<file path="src/hdl/adcm_pkg.sv">
// Shared types, command codes and field-edit helper for the two-wire ADC master.
package adcm_pkg;

  // Sequencer phase of one transfer.
  typedef enum logic [1:0] {
    PH_IDLE,
    PH_WAIT,
    PH_HIGH,
    PH_LOW
  } phase_t;

  // Request kinds.
  localparam logic [1:0] KIND_TICK   = 2'd0;
  localparam logic [1:0] KIND_SAMPLE = 2'd1;
  localparam logic [1:0] KIND_CFG    = 2'd2;
  localparam logic [1:0] KIND_WRITE  = 2'd3;

  // Configuration byte fields.
  localparam logic [1:0] FIELD_CHANNEL = 2'd0;
  localparam logic [1:0] FIELD_GAIN    = 2'd1;
  localparam logic [1:0] FIELD_RATE    = 2'd2;
  localparam logic [1:0] FIELD_REF     = 2'd3;

  // Channel code that is reserved and leaves the field cleared.
  localparam logic [1:0] CHANNEL_RESERVED = 2'd1;

  // Reference codes that clear or set the reference bit; the other codes keep it.
  localparam logic [1:0] REF_CLEAR = 2'd0;
  localparam logic [1:0] REF_SET   = 2'd1;

  // Seven-bit commands sent MSB first.
  localparam logic [6:0] CMD_READ  = 7'h56;
  localparam logic [6:0] CMD_WRITE = 7'h65;

  localparam logic [7:0] MASK_CHANNEL = 8'hFC;
  localparam logic [7:0] MASK_GAIN    = 8'hF3;
  localparam logic [7:0] MASK_RATE    = 8'hCF;
  localparam logic [7:0] MASK_REF     = 8'hBF;
  localparam logic [7:0] BIT_REF      = 8'h40;

  localparam logic [7:0] SCK_HALF_RESET = 8'd8;

  // One input request.
  typedef struct packed {
    logic [1:0] kind;
    logic [1:0] field_select;
    logic [1:0] field_value;
    logic       dout_level;
  } item_t;

  // One result.
  typedef struct packed {
    logic        sck_level;
    logic        sda_drive;
    logic        sda_level;
    logic        busy_res;
    logic        sample_valid;
    logic [23:0] sample_value;
    logic        config_valid;
    logic [7:0]  config_value;
  } result_t;

  // Rewrites one field of the configuration byte.
  function automatic logic [7:0] edit_field(input logic [7:0] v, input logic [1:0] fsel,
                                            input logic [1:0] code);
    logic [7:0] r;
    r = v;
    case (fsel)
      FIELD_CHANNEL: begin
        r = v & MASK_CHANNEL;
        if (code != CHANNEL_RESERVED) r = r | {6'd0, code};
      end
      FIELD_GAIN: r = (v & MASK_GAIN) | {4'd0, code, 2'd0};
      FIELD_RATE: r = (v & MASK_RATE) | {2'd0, code, 4'd0};
      default: begin
        if (code == REF_CLEAR) r = v & MASK_REF;
        else if (code == REF_SET) r = v | BIT_REF;
      end
    endcase
    return r;
  endfunction

endpackage

</file>
<file path="src/hdl/adc_two_wire_sample_and_config_master.sv">
// Top level of the two-wire ADC master: request register, sequencer, result register.
//
// This block is a tick-level master for a two-wire delta-sigma converter whose single
// data pin also signals data-ready. Each request on the slave stream is one clock tick:
// it carries a command kind and the sampled pin level, and produces exactly one result
// with the serial clock level, the data-pin drive and level, a busy flag and any sample
// or configuration byte that completed on that tick. A transfer waits for the pin to
// read low, then runs clock pulses whose high and low phases last sck_half_period ticks
// each (zero acts as one). A sample read returns SAMPLE_BITS bits right-aligned in 24;
// a configuration read returns one byte; a field write reads the byte, edits one field
// and writes it back, reporting the byte it read. Start commands that arrive while a
// transfer runs are dropped. One request is accepted every clock cycle while the master
// side does not stall; the sequencer's step logic moves each request from the request
// register into the result register, which presents its result on the master side.
// A stall on the master side holds the result register and, once the request register
// is full, back-pressures the slave side in the same cycle. The half-period register
// may be written at any time the block is idle and is always ready.
module adc_two_wire_sample_and_config_master #(
  parameter int SAMPLE_BITS = 24
) (
  input  logic        clk,
  input  logic        rst,
  // Request stream.
  input  logic        s_tvalid,
  output logic        s_tready,
  input  logic [7:0]  s_tdata,   // [1:0] field_select, [3:2] field_value, [4] dout_level
  input  logic [1:0]  s_tuser,   // [1:0] kind
  // Result stream.
  output logic        m_tvalid,
  input  logic        m_tready,
  output logic [39:0] m_tdata,   // [0] sck_level, [1] sda_drive, [2] sda_level,
                                 // [3] busy_res, [27:4] sample_value, [35:28] config_value
  output logic [1:0]  m_tuser,   // [0] sample_valid, [1] config_valid
  // Half-period register write.
  input  logic        cfg_valid,
  output logic        cfg_ready,
  input  logic [7:0]  cfg_data
);

  logic                in_valid;
  adcm_pkg::item_t     in_item;
  logic                advance;
  logic                step;
  logic [7:0]          sck_half_period;
  adcm_pkg::result_t   step_res;
  adcm_pkg::result_t   out_res;

  // The pipeline moves whenever the result register is empty or being taken.
  assign advance  = !m_tvalid || m_tready;
  assign step     = advance && in_valid;
  assign s_tready = !in_valid || advance;
  assign cfg_ready = 1'b1;

  // Request register.
  always_ff @(posedge clk) begin
    if (rst) begin
      in_valid <= 1'b0;
    end else if (s_tready) begin
      in_valid <= s_tvalid;
    end
  end

  always_ff @(posedge clk) begin
    if (s_tready && s_tvalid) begin
      in_item.kind         <= s_tuser;
      in_item.field_select <= s_tdata[1:0];
      in_item.field_value  <= s_tdata[3:2];
      in_item.dout_level   <= s_tdata[4];
    end
  end

  // Half-period configuration register.
  always_ff @(posedge clk) begin
    if (rst) begin
      sck_half_period <= adcm_pkg::SCK_HALF_RESET;
    end else if (cfg_valid && cfg_ready) begin
      sck_half_period <= cfg_data;
    end
  end

  adcm_seq #(
    .SAMPLE_BITS (SAMPLE_BITS)
  ) u_seq (
    .clk         (clk),
    .rst         (rst),
    .step        (step),
    .item        (in_item),
    .half_period (sck_half_period),
    .res         (step_res)
  );

  // Result register.
  always_ff @(posedge clk) begin
    if (rst) begin
      m_tvalid <= 1'b0;
    end else if (advance) begin
      m_tvalid <= in_valid;
    end
  end

  always_ff @(posedge clk) begin
    if (step) begin
      out_res <= step_res;
    end
  end

  assign m_tdata = {4'd0, out_res.config_value, out_res.sample_value, out_res.busy_res,
                    out_res.sda_level, out_res.sda_drive, out_res.sck_level};
  assign m_tuser = {out_res.config_valid, out_res.sample_valid};

`ifndef SYNTHESIS
  // A tick never completes both a sample read and a configuration read.
  a_one_completion: assert property (@(posedge clk) disable iff (rst)
    m_tvalid |-> !(out_res.sample_valid && out_res.config_valid))
    else $error("sample and config completion on the same tick");

  // A finished sample read always returns the sequencer to idle.
  a_sample_ends_idle: assert property (@(posedge clk) disable iff (rst)
    (m_tvalid && out_res.sample_valid) |-> !out_res.busy_res)
    else $error("busy after sample completion");

  // When idle the clock is low and the data pin is released.
  a_idle_pins: assert property (@(posedge clk) disable iff (rst)
    (m_tvalid && !out_res.busy_res) |-> (!out_res.sck_level && !out_res.sda_drive))
    else $error("pins active while idle");

  // A result taken by the sink always frees room for a new request.
  a_flow: assert property (@(posedge clk) disable iff (rst)
    m_tready |-> s_tready)
    else $error("request side stalled while result side is ready");
`endif

endmodule

</file>
<file path="src/hdl/adcm_seq.sv">
// Pin-level sequencer: transfer state and the single-pass step logic for one tick.
module adcm_seq #(
  parameter int SAMPLE_BITS = 24
) (
  input  logic                clk,
  input  logic                rst,
  input  logic                step,
  input  adcm_pkg::item_t     item,
  input  logic [7:0]          half_period,
  output adcm_pkg::result_t   res
);

  localparam logic [5:0] BASE         = 6'(SAMPLE_BITS + 3);
  localparam logic [5:0] PC_RD_FIRST  = 6'(SAMPLE_BITS + 14);
  localparam logic [5:0] PC_RD_LAST   = 6'(SAMPLE_BITS + 21);
  localparam logic [5:0] PC_CFG_END   = 6'(SAMPLE_BITS + 22);
  localparam logic [5:0] SB6          = 6'(SAMPLE_BITS);

  adcm_pkg::phase_t         phase, phase_next;
  logic [5:0]               pulse_count, pulse_count_next;
  logic [7:0]               phase_timer, phase_timer_next;
  logic [SAMPLE_BITS-1:0]   sample_shift, sample_shift_next;
  logic [7:0]               config_shift, config_shift_next;
  logic [1:0]               pending_field, pending_field_next;
  logic [1:0]               pending_value, pending_value_next;
  logic                     write_after_read, write_after_read_next;
  logic [1:0]               xfer_kind, xfer_kind_next;
  logic                     clock_out, clock_out_next;
  logic                     data_drive, data_drive_next;
  logic                     data_out, data_out_next;

  logic                     reading;
  logic [7:0]               half;
  logic [7:0]               timer_inc;
  logic [5:0]               pc_inc;
  logic [5:0]               rel;
  logic [5:0]               cmd_idx;
  logic [5:0]               dat_idx;
  logic [6:0]               cmd;
  logic                     bp_drive, bp_out;
  logic                     s_valid, c_valid;
  logic [SAMPLE_BITS-1:0]   s_val;
  logic [7:0]               c_val;

  assign reading   = (xfer_kind == adcm_pkg::KIND_CFG) ||
                     (xfer_kind == adcm_pkg::KIND_WRITE && write_after_read);
  assign half      = (half_period == 8'd0) ? 8'd1 : half_period;
  assign timer_inc = phase_timer + 8'd1;
  assign pc_inc    = pulse_count + 6'd1;
  assign rel       = pc_inc - BASE;
  assign cmd_idx   = 6'd9 - rel;
  assign dat_idx   = 6'd18 - rel;
  assign cmd       = reading ? adcm_pkg::CMD_READ : adcm_pkg::CMD_WRITE;

  // Pin drive for the pulse that would start this tick.
  always_comb begin
    bp_drive = data_drive;
    bp_out   = data_out;
    if (xfer_kind != adcm_pkg::KIND_SAMPLE && pc_inc > BASE) begin
      if (rel == 6'd1) begin
        bp_drive = 1'b1;
        bp_out   = 1'b0;
      end else if (rel >= 6'd3 && rel <= 6'd9) begin
        bp_out = cmd[cmd_idx[2:0]];
      end else if (rel >= 6'd11 && rel <= 6'd18) begin
        if (reading) begin
          bp_drive = 1'b0;
          bp_out   = 1'b0;
        end else begin
          bp_out = config_shift[dat_idx[2:0]];
        end
      end
    end
  end

  always_comb begin
    phase_next            = phase;
    pulse_count_next      = pulse_count;
    phase_timer_next      = phase_timer;
    sample_shift_next     = sample_shift;
    config_shift_next     = config_shift;
    pending_field_next    = pending_field;
    pending_value_next    = pending_value;
    write_after_read_next = write_after_read;
    xfer_kind_next        = xfer_kind;
    clock_out_next        = clock_out;
    data_drive_next       = data_drive;
    data_out_next         = data_out;
    s_valid               = 1'b0;
    c_valid               = 1'b0;
    s_val                 = '0;
    c_val                 = '0;
    unique case (phase)
      adcm_pkg::PH_IDLE: begin
        if (item.kind != adcm_pkg::KIND_TICK) begin
          xfer_kind_next        = item.kind;
          pending_field_next    = item.field_select;
          pending_value_next    = item.field_value;
          write_after_read_next = (item.kind == adcm_pkg::KIND_WRITE);
          sample_shift_next     = '0;
          config_shift_next     = '0;
          pulse_count_next      = '0;
          phase_timer_next      = '0;
          phase_next            = adcm_pkg::PH_WAIT;
        end
      end
      adcm_pkg::PH_WAIT: begin
        if (!item.dout_level) begin
          pulse_count_next = pc_inc;
          clock_out_next   = 1'b1;
          phase_timer_next = '0;
          data_drive_next  = bp_drive;
          data_out_next    = bp_out;
          phase_next       = adcm_pkg::PH_HIGH;
        end
      end
      adcm_pkg::PH_HIGH: begin
        phase_timer_next = timer_inc;
        if (timer_inc >= half) begin
          // Config bits are taken on the falling-edge tick.
          if (reading && pulse_count >= PC_RD_FIRST && pulse_count <= PC_RD_LAST)
            config_shift_next = {config_shift[6:0], item.dout_level};
          clock_out_next   = 1'b0;
          phase_timer_next = '0;
          phase_next       = adcm_pkg::PH_LOW;
        end
      end
      adcm_pkg::PH_LOW: begin
        phase_timer_next = timer_inc;
        // Sample bits are taken on the first tick of the low phase, after the falling edge.
        if (timer_inc == 8'd1 && pulse_count >= 6'd1 && pulse_count <= SB6)
          sample_shift_next = {sample_shift[SAMPLE_BITS-2:0], item.dout_level};
        if (timer_inc >= half) begin
          if (pulse_count < ((xfer_kind == adcm_pkg::KIND_SAMPLE) ? BASE : PC_CFG_END)) begin
            pulse_count_next = pc_inc;
            clock_out_next   = 1'b1;
            phase_timer_next = '0;
            data_drive_next  = bp_drive;
            data_out_next    = bp_out;
            phase_next       = adcm_pkg::PH_HIGH;
          end else if (xfer_kind == adcm_pkg::KIND_SAMPLE) begin
            s_valid          = 1'b1;
            s_val            = sample_shift_next;
            phase_next       = adcm_pkg::PH_IDLE;
            pulse_count_next = '0;
            phase_timer_next = '0;
          end else if (reading) begin
            c_valid          = 1'b1;
            c_val            = config_shift;
            pulse_count_next = '0;
            phase_timer_next = '0;
            if (write_after_read) begin
              config_shift_next = adcm_pkg::edit_field(config_shift, pending_field,
                                                       pending_value);
              write_after_read_next = 1'b0;
              sample_shift_next     = '0;
              phase_next            = adcm_pkg::PH_WAIT;
            end else begin
              phase_next = adcm_pkg::PH_IDLE;
            end
          end else begin
            data_drive_next  = 1'b0;
            data_out_next    = 1'b0;
            phase_next       = adcm_pkg::PH_IDLE;
            pulse_count_next = '0;
            phase_timer_next = '0;
          end
        end
      end
      default: phase_next = adcm_pkg::PH_IDLE;
    endcase
  end

  always_comb begin
    res.sck_level    = clock_out_next;
    res.sda_drive    = data_drive_next;
    res.sda_level    = data_out_next;
    res.busy_res     = (phase_next != adcm_pkg::PH_IDLE);
    res.sample_valid = s_valid;
    res.sample_value = 24'(s_val);
    res.config_valid = c_valid;
    res.config_value = c_val;
  end

  always_ff @(posedge clk) begin
    if (rst) begin
      phase            <= adcm_pkg::PH_IDLE;
      pulse_count      <= '0;
      phase_timer      <= '0;
      sample_shift     <= '0;
      config_shift     <= '0;
      pending_field    <= '0;
      pending_value    <= '0;
      write_after_read <= 1'b0;
      xfer_kind        <= adcm_pkg::KIND_TICK;
      clock_out        <= 1'b0;
      data_drive       <= 1'b0;
      data_out         <= 1'b0;
    end else if (step) begin
      phase            <= phase_next;
      pulse_count      <= pulse_count_next;
      phase_timer      <= phase_timer_next;
      sample_shift     <= sample_shift_next;
      config_shift     <= config_shift_next;
      pending_field    <= pending_field_next;
      pending_value    <= pending_value_next;
      write_after_read <= write_after_read_next;
      xfer_kind        <= xfer_kind_next;
      clock_out        <= clock_out_next;
      data_drive       <= data_drive_next;
      data_out         <= data_out_next;
    end
  end

endmodule
</file>
<file path="config.mk">
export PLATFORM = sky130hd
export DESIGN_NAME = adc_two_wire_sample_and_config_master
export DESIGN_NICKNAME = d
export VERILOG_FILES = /design/src/hdl/adcm_pkg.sv /design/src/hdl/adc_two_wire_sample_and_config_master.sv /design/src/hdl/adcm_seq.sv
export SDC_FILE = /design/constraint.sdc
export NUM_CORES = 1
export LEC_CHECK = 0
export BUFFER_PORTS_ARGS = -buffer_cell sky130_fd_sc_hd__buf_2
export CAP_MARGIN = 30
export CORE_MARGIN = 2
export CORE_UTILIZATION = 60
export CTS_BUF_LIST = sky130_fd_sc_hd__clkbuf_8
export CTS_CLUSTER_DIAMETER = 60
export DETAILED_ROUTE_END_ITERATION = 8
export GPL_ROUTABILITY_DRIVEN = 0
export GPL_TIMING_DRIVEN = 0
export PLACE_DENSITY = 0.87
export SLEW_MARGIN = 20
export SYNTH_ARGS = -nofsm -noshare
export SYNTH_HDL_FRONTEND = slang
export SYNTH_SLANG_ARGS = --single-unit
</file>
<file path="constraint.sdc">
create_clock -name clk -period 5.7 [get_ports clk]
set_input_delay 0.285 -clock clk [delete_from_list [all_inputs] [get_ports clk]]
set_output_delay 0.285 -clock clk [all_outputs]
set_load 0.02 [all_outputs]
</file>
Word level (Yosys, flattened, before mapping)
Index checks and enable logic that the tools add are counted.
{"block": "totals", "ff_bits": 113, "in_bits": 23}
{"block": "classes", "n_reduce_logical": 37, "mux": 80, "addsub": 5, "order_cmp": 13, "n_bitwise": 7, "eq_ne": 26}
{"operator": "24-bit 2-to-1 mux", "n": 7}
{"operator": "8-bit 2-to-1 mux", "n": 13}
{"operator": "8-bit case mux with 3 select lines", "n": 3}
{"operator": "24-bit case mux with 2 select lines", "n": 1}
{"operator": "6-bit 2-to-1 mux", "n": 6}
{"operator": "1-bit 2-to-1 mux", "n": 35}
{"operator": "12-bit AND reduction", "n": 2}
{"operator": "6-bit case mux with 3 select lines", "n": 1}
{"operator": "2-bit by 1-bit inequality test with 1-bit output, second input constant", "n": 8}
{"operator": "2-bit == test, second input constant", "n": 6}
{"operator": "6-bit by 5-bit less-or-equal comparator with 1-bit output, second input constant", "n": 2}
{"operator": "2-bit 2-to-1 mux", "n": 6}
{"operator": "11-bit AND reduction", "n": 1}
{"operator": "1-bit logical AND", "n": 10}
{"operator": "3-bit AND reduction", "n": 3}
{"operator": "8-bit by 1-bit adder with 8-bit output, second input constant", "n": 1}
{"operator": "2-bit by 1-bit == test with 1-bit output, second input constant", "n": 4}
{"operator": "8-bit by 1-bit == test with 1-bit output, second input constant", "n": 1}
{"operator": "8-bit greater-or-equal comparator", "n": 1}
{"operator": "8-bit logical NOT", "n": 1}
{"operator": "3-bit by 4-bit less-than comparator with 1-bit output, second input constant", "n": 2}
{"operator": "8-bit by 2-bit OR with 8-bit output", "n": 1}
{"operator": "8-bit by 4-bit OR with 8-bit output", "n": 1}
{"operator": "8-bit by 6-bit OR with 8-bit output", "n": 1}
{"operator": "other kinds (34)", "n": 51}

Longest topological paths before layout
Gate-level depths: netlist of the first run.
{"block": "logic_depth", "depth_word": 13, "ltp_mapped": 14}

Modules after synthesis
Synthesis of the first run repeated with hierarchy kept, for this count alone.
{"block": "hier_totals", "hier_cells": 609, "area_unflattened_um2": 5948.2}
{"module": "adcm_seq", "cells_each": 521, "area_per_inst_um2": 4177.8, "n_inst": 1, "seq_area_each_um2": 1161.1}
{"module": "adc_two_wire_sample_and_config_master", "cells_each": 88, "area_per_inst_um2": 1770.4, "n_inst": 1, "seq_area_each_um2": 1551.5}

Worst setup path before layout of the first run
OpenSTA, ideal clock, no wires.
{"block": "synth_timing", "path_kind": "register to register", "from": "register u_seq.pulse_count[1]", "to": "register u_seq.data_out", "setup_slack_ns": 2.555, "n_path_buf": 2, "synth_period_minus_slack_ns": 3.145, "setup_ns": 0.117, "t_arrival_ns": 3.028, "stages_incl_launch_ff": 15, "cell_sequence": "dfxtp_1 -> buf_2 -> inv_1 -> ha_1 -> clkbuf_1 -> xnor2_1 -> ha_1 -> nand2b_1 -> a22oi_1 -> a311o_1 -> nor3b_1 -> a31oi_1 -> o31ai_1 -> o211ai_1 -> a32o_1"}
{"block": "synth_between", "elab_chain_cells": 13, "elab_cells_between_ends": 27, "cone_classes": "add/sub: 4; order compare: 6; eq/ne: 1; mux: 13; reduce/logical: 3"}
{"item": "start: declaration", "line_no": "adcm_seq.sv:20", "rtl": "logic [5:0] pulse_count, pulse_count_next;"}
{"item": "start signal: assignment", "line_no": "adcm_seq.sv:201", "rtl": "pulse_count <= pulse_count_next;"}
{"item": "6-bit by 1-bit adder with 6-bit output", "line_no": "adcm_seq.sv:49", "rtl": "assign pc_inc = pulse_count + 6'd1;"}
{"item": "6-bit by 5-bit subtractor with 6-bit output", "line_no": "adcm_seq.sv:50", "rtl": "assign rel = pc_inc - BASE;"}
{"item": "2-bit by 3-bit subtractor with 3-bit output", "line_no": "adcm_seq.sv:52", "rtl": "assign dat_idx = 6'd18 - rel;"}
{"item": "1-bit binary-select mux with 3-bit select", "line_no": "adcm_seq.sv:70", "rtl": "bp_out = config_shift[dat_idx[2:0]];"}
{"item": "1-bit 2-to-1 mux (implied by the code)", "line_no": "adcm_seq.sv:70"}
{"item": "1-bit 2-to-1 mux", "line_no": "adcm_seq.sv:66", "rtl": "if (reading) begin"}
{"item": "1-bit 2-to-1 mux", "line_no": "adcm_seq.sv:65", "rtl": "end else if (rel >= 6'd11 && rel <= 6'd18) begin"}
{"item": "1-bit 2-to-1 mux", "line_no": "adcm_seq.sv:63", "rtl": "end else if (rel >= 6'd3 && rel <= 6'd9) begin"}
{"item": "1-bit 2-to-1 mux", "line_no": "adcm_seq.sv:60", "rtl": "if (rel == 6'd1) begin"}
{"item": "1-bit 2-to-1 mux", "line_no": "adcm_seq.sv:59", "rtl": "if (xfer_kind != adcm_pkg::KIND_SAMPLE && pc_inc > BASE) begin"}
{"item": "1-bit 2-to-1 mux", "line_no": "adcm_seq.sv:134", "rtl": "if (pulse_count < ((xfer_kind == adcm_pkg::KIND_SAMPLE) ? BASE : PC_CFG_END)) begin"}
{"item": "1-bit 2-to-1 mux", "line_no": "adcm_seq.sv:133", "rtl": "if (timer_inc >= half) begin"}
{"item": "1-bit case mux with 2 select lines *", "line_no": "adcm_seq.sv:93", "rtl": "unique case (phase)"}
{"item": "end signal: assignment", "line_no": "adcm_seq.sv:211", "rtl": "data_out <= data_out_next;"}
{"item": "end: declaration", "line_no": "adcm_seq.sv:30", "rtl": "logic data_out, data_out_next;"}
Mark *: on every way between the ends. The rest lies on a longest branch, timed or not. The select of a mux whose other input is x is not followed.
A chain may end at the register's enable or synchronous reset.

Final worst setup path of the first run
{"block": "layout_timing", "from": "register u_seq.phase_timer[0]", "to": "register out_res (netlist bit m_tdata[34]) (data pin)"}
{"block": "layout_between", "elab_chain_cells": 4}
{"item": "start: declaration", "line_no": "adcm_seq.sv:21", "rtl": "logic [7:0] phase_timer, phase_timer_next;"}
{"item": "start signal: assignment", "line_no": "adcm_seq.sv:202", "rtl": "phase_timer <= phase_timer_next;"}
{"item": "8-bit by 1-bit adder with 8-bit output", "line_no": "adcm_seq.sv:48", "rtl": "assign timer_inc = phase_timer + 8'd1;"}
{"item": "8-bit greater-or-equal comparator", "line_no": "adcm_seq.sv:133"}
{"item": "1-bit inverter (no source line)"}
{"item": "5-bit OR reduction (no source line)"}
{"item": "end signal: assignment", "line_no": "adc_two_wire_sample_and_config_master.sv:103", "rtl": "out_res <= step_res;"}
{"item": "end: declaration", "line_no": "adc_two_wire_sample_and_config_master.sv:46", "rtl": "adcm_pkg::result_t out_res;"}
No other way between the ends.

==> metrics.txt, run 1 <==
status=completed; share of cells above drive strength 1=18.1%; Worst Skew=0.00754 ns; core footprint=9860 um^2; DR iter-0 viols=585; RSZ-0062 raised after global routing=false; IO Port Bufs=57; Hold Crit Class=in -> reg; top-level I/O count=68; die width=105 um; drt first pass iters=6; CP startpoint kind=flop; die height=105 um; largest net degree at the start of global routing=35; ys async rst share=0%; Antenna Nets Post-Route=0; CP startpoint=u_seq.phase_timer[0]; R2R setup slack=1.75 ns; Overall Power=1740 uW; vias in the first global route=4,982; post-synthesis cell type count=74; Final min period=3.95 ns; HPWL after detailed placement=10.4 mm; # fillers=688; gr usage total=26.4%; Post-synth EDFFs=45; cell area power density=249 nW/um^2; Final Util=71.0%; Num CTS Buffers=17; Worst R2R End=m_tdata[34]; final hold vios=0; vias=5,390; initial antenna violation count=0; Mapped Area=6160 um^2; Area Growth Syn to Fin=13.7%; pins over their slew limit=0; sequential-to-total area share from yosys stat=44.0%; number of max-cap violations=0; Post-synth top flop=dfxtp_1; Hold Path Depth=1; Worst Hold End=in_item[4]; number of synthesized register bits=113; Post-Place Setup Slack=1.91 ns; placed insts=840; Ys Warns=0; Seq. cell area=2710 um^2; Routed WL per cell=16.7 um; hold_sp=s_tdata[1]; Crit Path Category=reg -> reg; multi-input logic area=3120 um^2; Root Buffer=clkbuf_8; final net count=770; ANT cells=0; Vias/cell=6.18; clock sink total=113; Max VDD drop=192 uV; total gr overflow=0; Slew @ Worst Pin=0.924 ns; Critical Path RT=5.99 ns; drt drc=0; DRT Wirelength=14.6 mm; first-pass GRT wire length=23.8 mm; # H-tree levels=4; critical path endpoint category=flop; Die Area=11,100 um^2; final setup TNS=0 ns; Lkg Pwr=0.00273 uW; reg2reg start=u_seq.phase_timer[0]; setup ws final=1.75 ns; f_max=253 MHz; post_cts resized=0; fin crit share=69.3%; final std cells w/o fill=872; Clk Latency, worst-skew pair=0.43 ns; Worst R2R Path Depth=13; Clock Pin Slew Worst Setup and Hold Paths=0.08 ns; Site Rows=36; Max-slew headroom=37.6%; Mapped Cells=646; final setup vio count=0; hold buffer count at CTS=0; CP Max Fanout=10; clk buf depth=2; post-CTS setup buffers=0; CTS tree=yes; crit path DAT=4.25 ns; syn avg cell area=9.54 um^2; Initial Util=62.5%
==> through the flow <==
| step | hold WS [ns] | instance area (um^2) |
|---|---|---|
| after floorplan | 0.384 | 6170 |
| after global placement | 0.461 | 6620 |
| after detailed placement | 0.464 | 6650 |
| after CTS | 0.0182 | 7000 |
| after global routing | 0.0243 | 7000 |
| final | 0.0292 | 7000 |
==> worst max path at each step <==
stage	endpoint	slack [ns]	cells after the start
finish	m_tdata[34]	1.75	13
global route	m_tdata[34]	1.41	13
CTS	m_tdata[29]	1.82	13
detailed placement	m_tdata[2]	1.91	13
global placement	u_seq.data_out	1.94	13
floorplan	u_seq.data_out	2.56	14
==> routing by layer <==
layer | vias up | part of all wire, % | global-route usage, %
li1 | 2545 | - | -
met1 | 2480 | 39 | 31.3
met2 | 315 | 51 | 47.6
met3 | 50 | 7.6 | 5.44
met4 | 0 | 2.8 | 8.76
met5 | - | 0 | 0
==> placed cells by master (no fill, tap or decap), types with 6 or more instances in the layout <==
cell,count
a22o_1,24
nand3_1,17
nand2_1,33
nor4_1,6
o22ai_1,6
xnor2_1,7
a31oi_1,7
mux2i_1,39
clkbuf_1,16
buf_4,9
a22oi_1,8
nand3b_1,6
buf_2,65
inv_6,7
clkbuf_8,17
dfxtp_1,68
ha_1,21
and2_1,11
a211oi_1,8
nand2b_1,8
a21oi_1,30
inv_1,29
nor3_1,21
edfxtp_1,45
nor2_1,93
o21ai_0,20
==> state kept, by name (all words and copies together) (netlist names) <==
register,count
m_tuser,2
u_seq.pending_value,2
u_seq.clock_out,1
u_seq.xfer_kind,2
in_valid,1
u_seq.phase,2
u_seq.phase_timer,8
u_seq.pulse_count,6
u_seq.data_out,1
u_seq.pending_field,2
u_seq.sample_shift,24
sck_half_period,8
u_seq.config_shift,8
m_tdata,36
u_seq.data_drive,1
in_item,7
m_tvalid,1
u_seq.write_after_read,1
==> layout make-up <==
class	instances	area share (%)
repair buffers	58	4.36
multi-input cells	464	44.5
well taps	133	2.38
flip-flops and latches	113	38.7
clock inverters	15	1.77
inverters	31	1.66
clock buffers	17	3.34
plain buffers	41	3.27
==> kinds of logic (layout without fill, tap and decap cells) <==
kind of cell	after synthesis	in the layout	synth area share, %
multiplexers	42	42	7.25
AO/OA/AOI/OAI	162	162	19.2
buffers and inverters	72	162	5.58
adder cells (fa/ha/maj)	21	21	4.26
flip-flops	113	113	44.0
AND/OR/NAND/NOR	220	220	17.1
other	2	5	0.122
XOR/XNOR	14	14	2.42
==> synth_stat cells, types with 6 or more instances <==
cell / count / area, um^2
a211oi_1: 8 / 60.1
a21oi_1: 30 / 150
a22o_1: 24 / 210
a22oi_1: 8 / 60.1
a31oi_1: 7 / 43.8
and2_1: 11 / 68.8
buf_2: 8 / 40.0
buf_4: 9 / 67.6
clkbuf_1: 17 / 63.8
dfxtp_1: 68 / 1360
edfxtp_1: 45 / 1350
ha_1: 21 / 263
inv_1: 29 / 109
mux2i_1: 39 / 390
nand2_1: 33 / 124
nand2b_1: 8 / 50.1
nand3_1: 17 / 85.1
nand3b_1: 6 / 45.0
nor2_1: 93 / 349
nor3_1: 21 / 105
nor4_1: 6 / 37.5
o21ai_0: 20 / 100
o22ai_1: 6 / 37.5
xnor2_1: 7 / 61.3
==> power breakdown <==
part	switching, uW	internal [uW]
logic	107	58.8
registers	18.0	866
clock network	379	312
==> worst max-delay path, cell delays in order (launching register included) <==
cell	delay, ns
dfxtp_1	0.45
ha_1	0.28
nand3_1	0.14
nor2_1	0.16
xor2_1	0.31
ha_1	0.22
nand3_1	0.11
o221ai_1	0.24
a21oi_1	0.09
nor2_1	0.53
and3_1	0.34
inv_1	0.08
nor3_1	0.61
and2_1	0.23
(Power assumes the default switching activity.)
==> run 2: changes to the inputs <==
--- a/config.mk
+++ b/config.mk
@@ -8,13 +8,13 @@
 export BUFFER_PORTS_ARGS = -buffer_cell sky130_fd_sc_hd__buf_2
 export CAP_MARGIN = 30
 export CORE_MARGIN = 2
-export CORE_UTILIZATION = 60
+export CORE_UTILIZATION = 55
 export CTS_BUF_LIST = sky130_fd_sc_hd__clkbuf_8
 export CTS_CLUSTER_DIAMETER = 60
 export DETAILED_ROUTE_END_ITERATION = 8
 export GPL_ROUTABILITY_DRIVEN = 0
 export GPL_TIMING_DRIVEN = 0
-export PLACE_DENSITY = 0.87
+export PLACE_DENSITY = 0.85
 export SLEW_MARGIN = 20
 export SYNTH_ARGS = -nofsm -noshare
 export SYNTH_HDL_FRONTEND = slang
==> constraint.sdc (replaced) <==
create_clock -name clk -period 3.56 [get_ports clk]
set_input_delay 0.178 -clock clk [delete_from_list [all_inputs] [get_ports clk]]
set_output_delay 0.178 -clock clk [all_outputs]
set_load 0.02 [all_outputs]
==> metrics.txt, run 2 (synthesis results as in run 1) <==
status=completed; RSZ-0062 raised after global routing=true; switching power=832 uW (+65%); Num CTS Buffers=17 (unchanged); HPWL after detailed placement=10.3 mm (-0.57%); Sequential Power Share=48.6% (-2.2 points); critical path endpoint category=flop; R2R setup slack=0.16 ns (-1.59 ns); final setup vio count=0 (unchanged); core footprint=10,900 um^2 (+10%); final setup TNS=0 ns (unchanged); initial antenna violation count=0 (unchanged); Final min period=3.40 ns (-0.553 ns); setup ws final=0.160 ns (-1.59 ns); vias in the first global route=5,119 (+2.7%); Hold Crit Class=in -> reg; internal power=2080 uW (+68%); # H-tree levels=4 (unchanged); f_max=294 MHz (+16%); Slew @ Worst Pin=0.878 ns (-0.0462 ns); largest net degree at the start of global routing=28 (-20%); max reg flops=36 (unchanged); pins over their slew limit=0 (unchanged); DRT Wirelength=14.8 mm (+1.8%); first-pass GRT wire length=23.7 mm (-0.41%); CP Max Fanout=8 (-2); CP startpoint=u_seq.pulse_count[1]; Worst Skew=0.0176 ns (+0.0100 ns); Root Buffer=clkbuf_8; share of cells above drive strength 1=20.0% (+1.8 points); vias=5,438 (+0.89%); die width=110 um (+4.3%); Overall Power=2910 uW (+67%); drt first pass iters=5 (-1); Crit Path Category=reg -> reg; Area Growth Syn to Fin=18.3%; final net count=787 (+2.2%); cell area power density=400 nW/um^2 (+61%); crit path DAT=3.58 ns (-0.67 ns); Initial Util=56.6% (-5.9 points); final std cells w/o fill=896 (+2.8%); die height=110 um (+4.3%); Lkg Pwr=0.00285 uW (+4.7%); DR iter-0 viols=494 (-16%); CP startpoint kind=flop; Post-Place Setup Slack=-0.269 ns (-2.18 ns); fin crit share=95.5% (+26 points); Routed WL per cell=16.5 um (-0.88%); hold_sp=cfg_data[6]; combinational cell fraction of total power=9.7% (+0.2 points); IO Port Bufs=57 (unchanged); Clk Latency, worst-skew pair=0.44 ns (about the same); total gr overflow=0 (unchanged); Antenna Nets Post-Route=0 (unchanged); Site Rows=38 (+5.6%); top-level I/O count=68 (unchanged); Max VDD drop=313 uV (+63%); Max-slew headroom=40.7% (+3.1 points); Critical Path RT=3.74 ns (-2.25 ns); ANT cells=0 (unchanged); placed insts=847 (+0.83%); Die Area=12,100 um^2 (+8.7%); reg2reg start=u_seq.pulse_count[1]; gr usage total=25.2% (-1.2 points); Final Util=66.9% (-4.1 points); CTS tree=yes; Net Sw Frac=28.6% (-0.38 points); drt drc=0 (unchanged); clk buf depth=2 (unchanged); number of max-cap violations=0 (unchanged); Vias/cell=6.07 (-1.8%); commonest non-fill, non-tap cell in the layout=nor2_1; clock network fraction of total power=41.7% (+2.0 points); Clock Pin Slew Worst Setup and Hold Paths=0.08 ns (about the same); final hold vios=0 (unchanged); most frequent cells in the layout=92 x nor2_1, 67 x dfxtp_1, 64 x buf_2; clock sink total=113 (unchanged)
==> run 2: cell types whose count changed in the layout (fill, tap and decap cells not counted), sizes merged <==
cell / before / now
buf: 82 / 86
bufinv: 0 / 1
clkinv: 3 / 0
dlygate4sd3: 0 / 13
inv: 39 / 41
==> run 2: worst paths after layout <==
path,end,depth (start not counted)
max reg2reg,m_tdata[2],13
min,sck_half_period[6],3
max,m_tdata[2],13
min reg2reg,u_seq.write_after_read,2
==> run 2: final cells by class <==
type,instances,area [um^2]
buffer,40,230
clock buffer,17,234
clock inverter,15,161
fill,815,3600
inverter,31,120
multi-input combinational,464,3170
sequential,113,2710
tap,140,175
timing repair buffer,76,480
==> run 2: power by group through the flow <==
stage,Sequential (uW),Clock (uW),Combinational [uW]
5_1_grt,1420,1290,307
2_1_floorplan,1470,0,157
6_report,1410,1210,283
3_3_place_gp,1440,0,249
4_1_cts,1410,1230,275
3_5_place_dp,1440,0,263
==> run 2: stage by stage <==
step / hold slack [ns] / instance area, um^2
2_1_floorplan: 0.277 / 6170
3_3_place_gp: 0.358 / 6630
3_5_place_dp: 0.356 / 6660
4_1_cts: 0.00459 / 7190
5_1_grt: 0.0133 / 7290
6_report: 0.0204 / 7290
==> run 2: metal layers <==
layer | GRT usage (%) | routed length [um]
met3 | 5.87 | 998
met5 | 0 | 0
met2 | 43.7 | 7350
met4 | 11.6 | 432
met1 | 29.5 | 6050
==> run 2: repair_timing <==
| item | CTS | global route |
|---|---|---|
| gates resized for setup | 4 | 15 |
| pin swaps | 0 | 4 |
| hold buffers | 13 | 0 |
| setup endpoints to repair | 31 | 61 |
| endpoints found under the hold margin | 13 | 0 |
| buffers inserted | 0 | 5 |
==> run 2: critical path: stages (launching register included) <==
cell and delay [ns]:
dfxtp_1 0.40, clkbuf_4 0.23, clkinvlp_4 0.14, ha_4 0.29, xnor2_1 0.13, ha_1 0.34
nand2b_1 0.13, a22oi_1 0.07, a311o_1 0.41, nor3b_1 0.24, a31oi_1 0.13, o31ai_1 0.28
o21ai_0 0.13, a21o_1 0.21
==> run 3: changes to the inputs <==
--- a/config.mk
+++ b/config.mk
@@ -8,13 +8,13 @@
 export BUFFER_PORTS_ARGS = -buffer_cell sky130_fd_sc_hd__buf_2
 export CAP_MARGIN = 30
 export CORE_MARGIN = 2
-export CORE_UTILIZATION = 55
-export CTS_BUF_LIST = sky130_fd_sc_hd__clkbuf_8
+export CORE_UTILIZATION = 53
+export CTS_BUF_LIST = sky130_fd_sc_hd__clkbuf_16
 export CTS_CLUSTER_DIAMETER = 60
 export DETAILED_ROUTE_END_ITERATION = 8
 export GPL_ROUTABILITY_DRIVEN = 0
 export GPL_TIMING_DRIVEN = 0
-export PLACE_DENSITY = 0.85
+export PLACE_DENSITY = 0.82
 export SLEW_MARGIN = 20
 export SYNTH_ARGS = -nofsm -noshare
 export SYNTH_HDL_FRONTEND = slang
==> metrics.txt, run 3 (synthesis results as in run 1) <==
status=finished, violations left; failing checks=negative hold slack; Clock Pin Slew Worst Setup and Hold Paths=0.05 ns (-0.03 ns); max reg flops=36 (unchanged); gr usage total=24.9% (-0.28 points); # H-tree levels=4 (unchanged); die height=112 um (+1.8%); die width=112 um (+1.8%); share of cells above drive strength 1=20.2% (+0.21 points); multi-input logic area=3170 um^2 (-0.20%); DR iter-0 viols=710 (+44%); met3 Use GR=5.28% (-0.59 points); Max-slew headroom=36.5% (-4.2 points); cell area power density=463 nW/um^2 (+16%); Overall Power=3460 uW (+19%); grt peak-use layer=met2; top-level I/O count=68 (unchanged); CP Max Fanout=10 (+2); final net count=784 (-0.38%); Max VDD drop=302 uV (-3.5%); final setup vio count=0 (unchanged); Site Rows=39 (+2.6%); vias=5,557 (+2.2%); CP startpoint kind=flop; final hold vios=1 (+1); Lkg Pwr=0.00293 uW (+2.8%); Seq. cell area=2720 um^2 (about the same); f_max=285 MHz (-3.1%); CTS tree=yes; # fillers=849 (+4.2%); largest net degree at the start of global routing=29 (+3.6%); Hold Crit Class=in -> reg; commonest non-fill, non-tap cell in the layout=nor2_1; grt met2 use=42.9% (-0.82 points); Vias/cell=6.20 (+2.2%); Worst Skew=0.00969 ns (-0.00786 ns); Die Area=12,500 um^2 (+3.6%); vias in the first global route=5,298 (+3.5%); number of max-cap violations=0 (unchanged); pins over their slew limit=0 (unchanged); most frequent cells in the layout=92 x nor2_1, 66 x dfxtp_1, 64 x buf_2; clk buf depth=2 (unchanged); met1 Use GR=29.9% (+0.43 points); initial antenna violation count=0 (unchanged); drt first pass iters=5 (unchanged); DRT Wirelength=16.0 mm (+8.0%); core footprint=11,400 um^2 (+4.4%); IO Port Bufs=57 (unchanged); Critical Path RT=3.73 ns (about the same); R2R setup slack=0.05 ns (-0.11 ns); Routed WL per cell=17.9 um (+8.0%); crit path DAT=3.67 ns (+0.09 ns); Root Buffer=clkbuf_16; Area Growth Syn to Fin=21.2%; drt drc=0 (unchanged); Final min period=3.51 ns (+0.108 ns); Clk Latency, worst-skew pair=0.42 ns (-0.02 ns); Num CTS Buffers=17 (unchanged); Initial Util=54.2% (-2.4 points); Antenna Nets Post-Route=0 (unchanged); total gr overflow=0 (unchanged); clock sink total=113 (unchanged); first-pass GRT wire length=25.4 mm (+7.1%); Crit Path Category=reg -> reg; Final Util=65.7% (-1.3 points); HPWL after detailed placement=10.5 mm (+2.3%); Slew @ Worst Pin=0.940 ns (+0.0620 ns); ANT cells=0 (unchanged); critical path endpoint category=flop; fin crit share=98.5% (+3.0 points); hold_ws=-0.000493 ns (-0.0208 ns)
run 3: cell count changes in the layout (fill, tap and decap cells not counted), moves of 4 or more:
| cell | before | now |
|---|---|---|
| inv_8 | 5 | 0 |
| clkinv_4 | 0 | 4 |
| clkbuf_16 | 0 | 17 |
| dlygate4sd3_1 | 13 | 9 |
| clkbuf_8 | 17 | 0 |
run 3: layout make-up:
cell class,count,area share (%)
Timing Repair Buffer,73,6.00
Tap cell,143,2.40
Sequential cell,113,36.4
Clock buffer,17,5.70
Multi-Input combinational cell,464,42.4
Inverter,31,1.61
Buffer,40,3.08
Clock inverter,15,2.43
run 3: worst max-delay path, stage by stage, from the launching register on:
cell and delay (ns):
dfxtp_2 0.46, inv_1 0.22, ha_1 0.33, xnor2_4 0.20, ha_1 0.37, nand2b_1 0.13, a22oi_1 0.08, a311o_1 0.42
nor3b_1 0.25, a31oi_1 0.17, o31ai_2 0.27, o21ai_0 0.14, a21o_1 0.22
run 3: through the flow:
| stage | hold slack [ns] | setup slack (ns) | setup TNS (ns) | instances | area (um^2) |
|---|---|---|---|---|---|
| 6_report | -0.000493 | 0.0524 | 0 | 896 | 7470 |
| 2_1_floorplan | 0.277 | 0.415 | 0 | 649 | 6170 |
| 3_3_place_gp | 0.357 | -0.218 | -0.667 | 849 | 6640 |
| 3_5_place_dp | 0.359 | -0.292 | -1.29 | 850 | 6670 |
| 4_1_cts | 0.000438 | 0.0277 | 0 | 890 | 7380 |
| 5_1_grt | 0.0149 | -0.0589 | -0.0589 | 896 | 7470 |
run 3: metal layers:
layer / wire [um] / share of wire, % / up-vias
met1: 6380 / 40 / 2619
met5: 0 / 0 / -
met3: 1230 / 7.7 / 56
li1: - / - / 2583
met2: 7950 / 50 / 299
met4: 445 / 2.8 / 0
run 3: worst paths after layout:
path                        startpoint                     end  cells after the start
hold / removal             cfg_data[6]      sck_half_period[6]                      3
setup / recovery  u_seq.pulse_count[0]              m_tdata[2]                     12
setup reg to reg  u_seq.pulse_count[0]              m_tdata[2]                     12
hold reg to reg             in_item[2]  u_seq.pending_value[1]                      2
run 3: report_power, final:
group	switching [uW]	leakage, uW	total, uW	internal [uW]
clock network	648	0.000300	1750	1110
registers	28.5	0.000955	1420	1390
logic	181	0.00168	285	104
run 3: timing repair:
item                                    in CTS  in global routing
gates resized for setup                      5                 14
hold buffers                                 9                  0
endpoints found under the setup margin      36                 66
pin swaps                                    0                  2
hold endpoints to repair                     9                  0
setup buffers                                0                  6
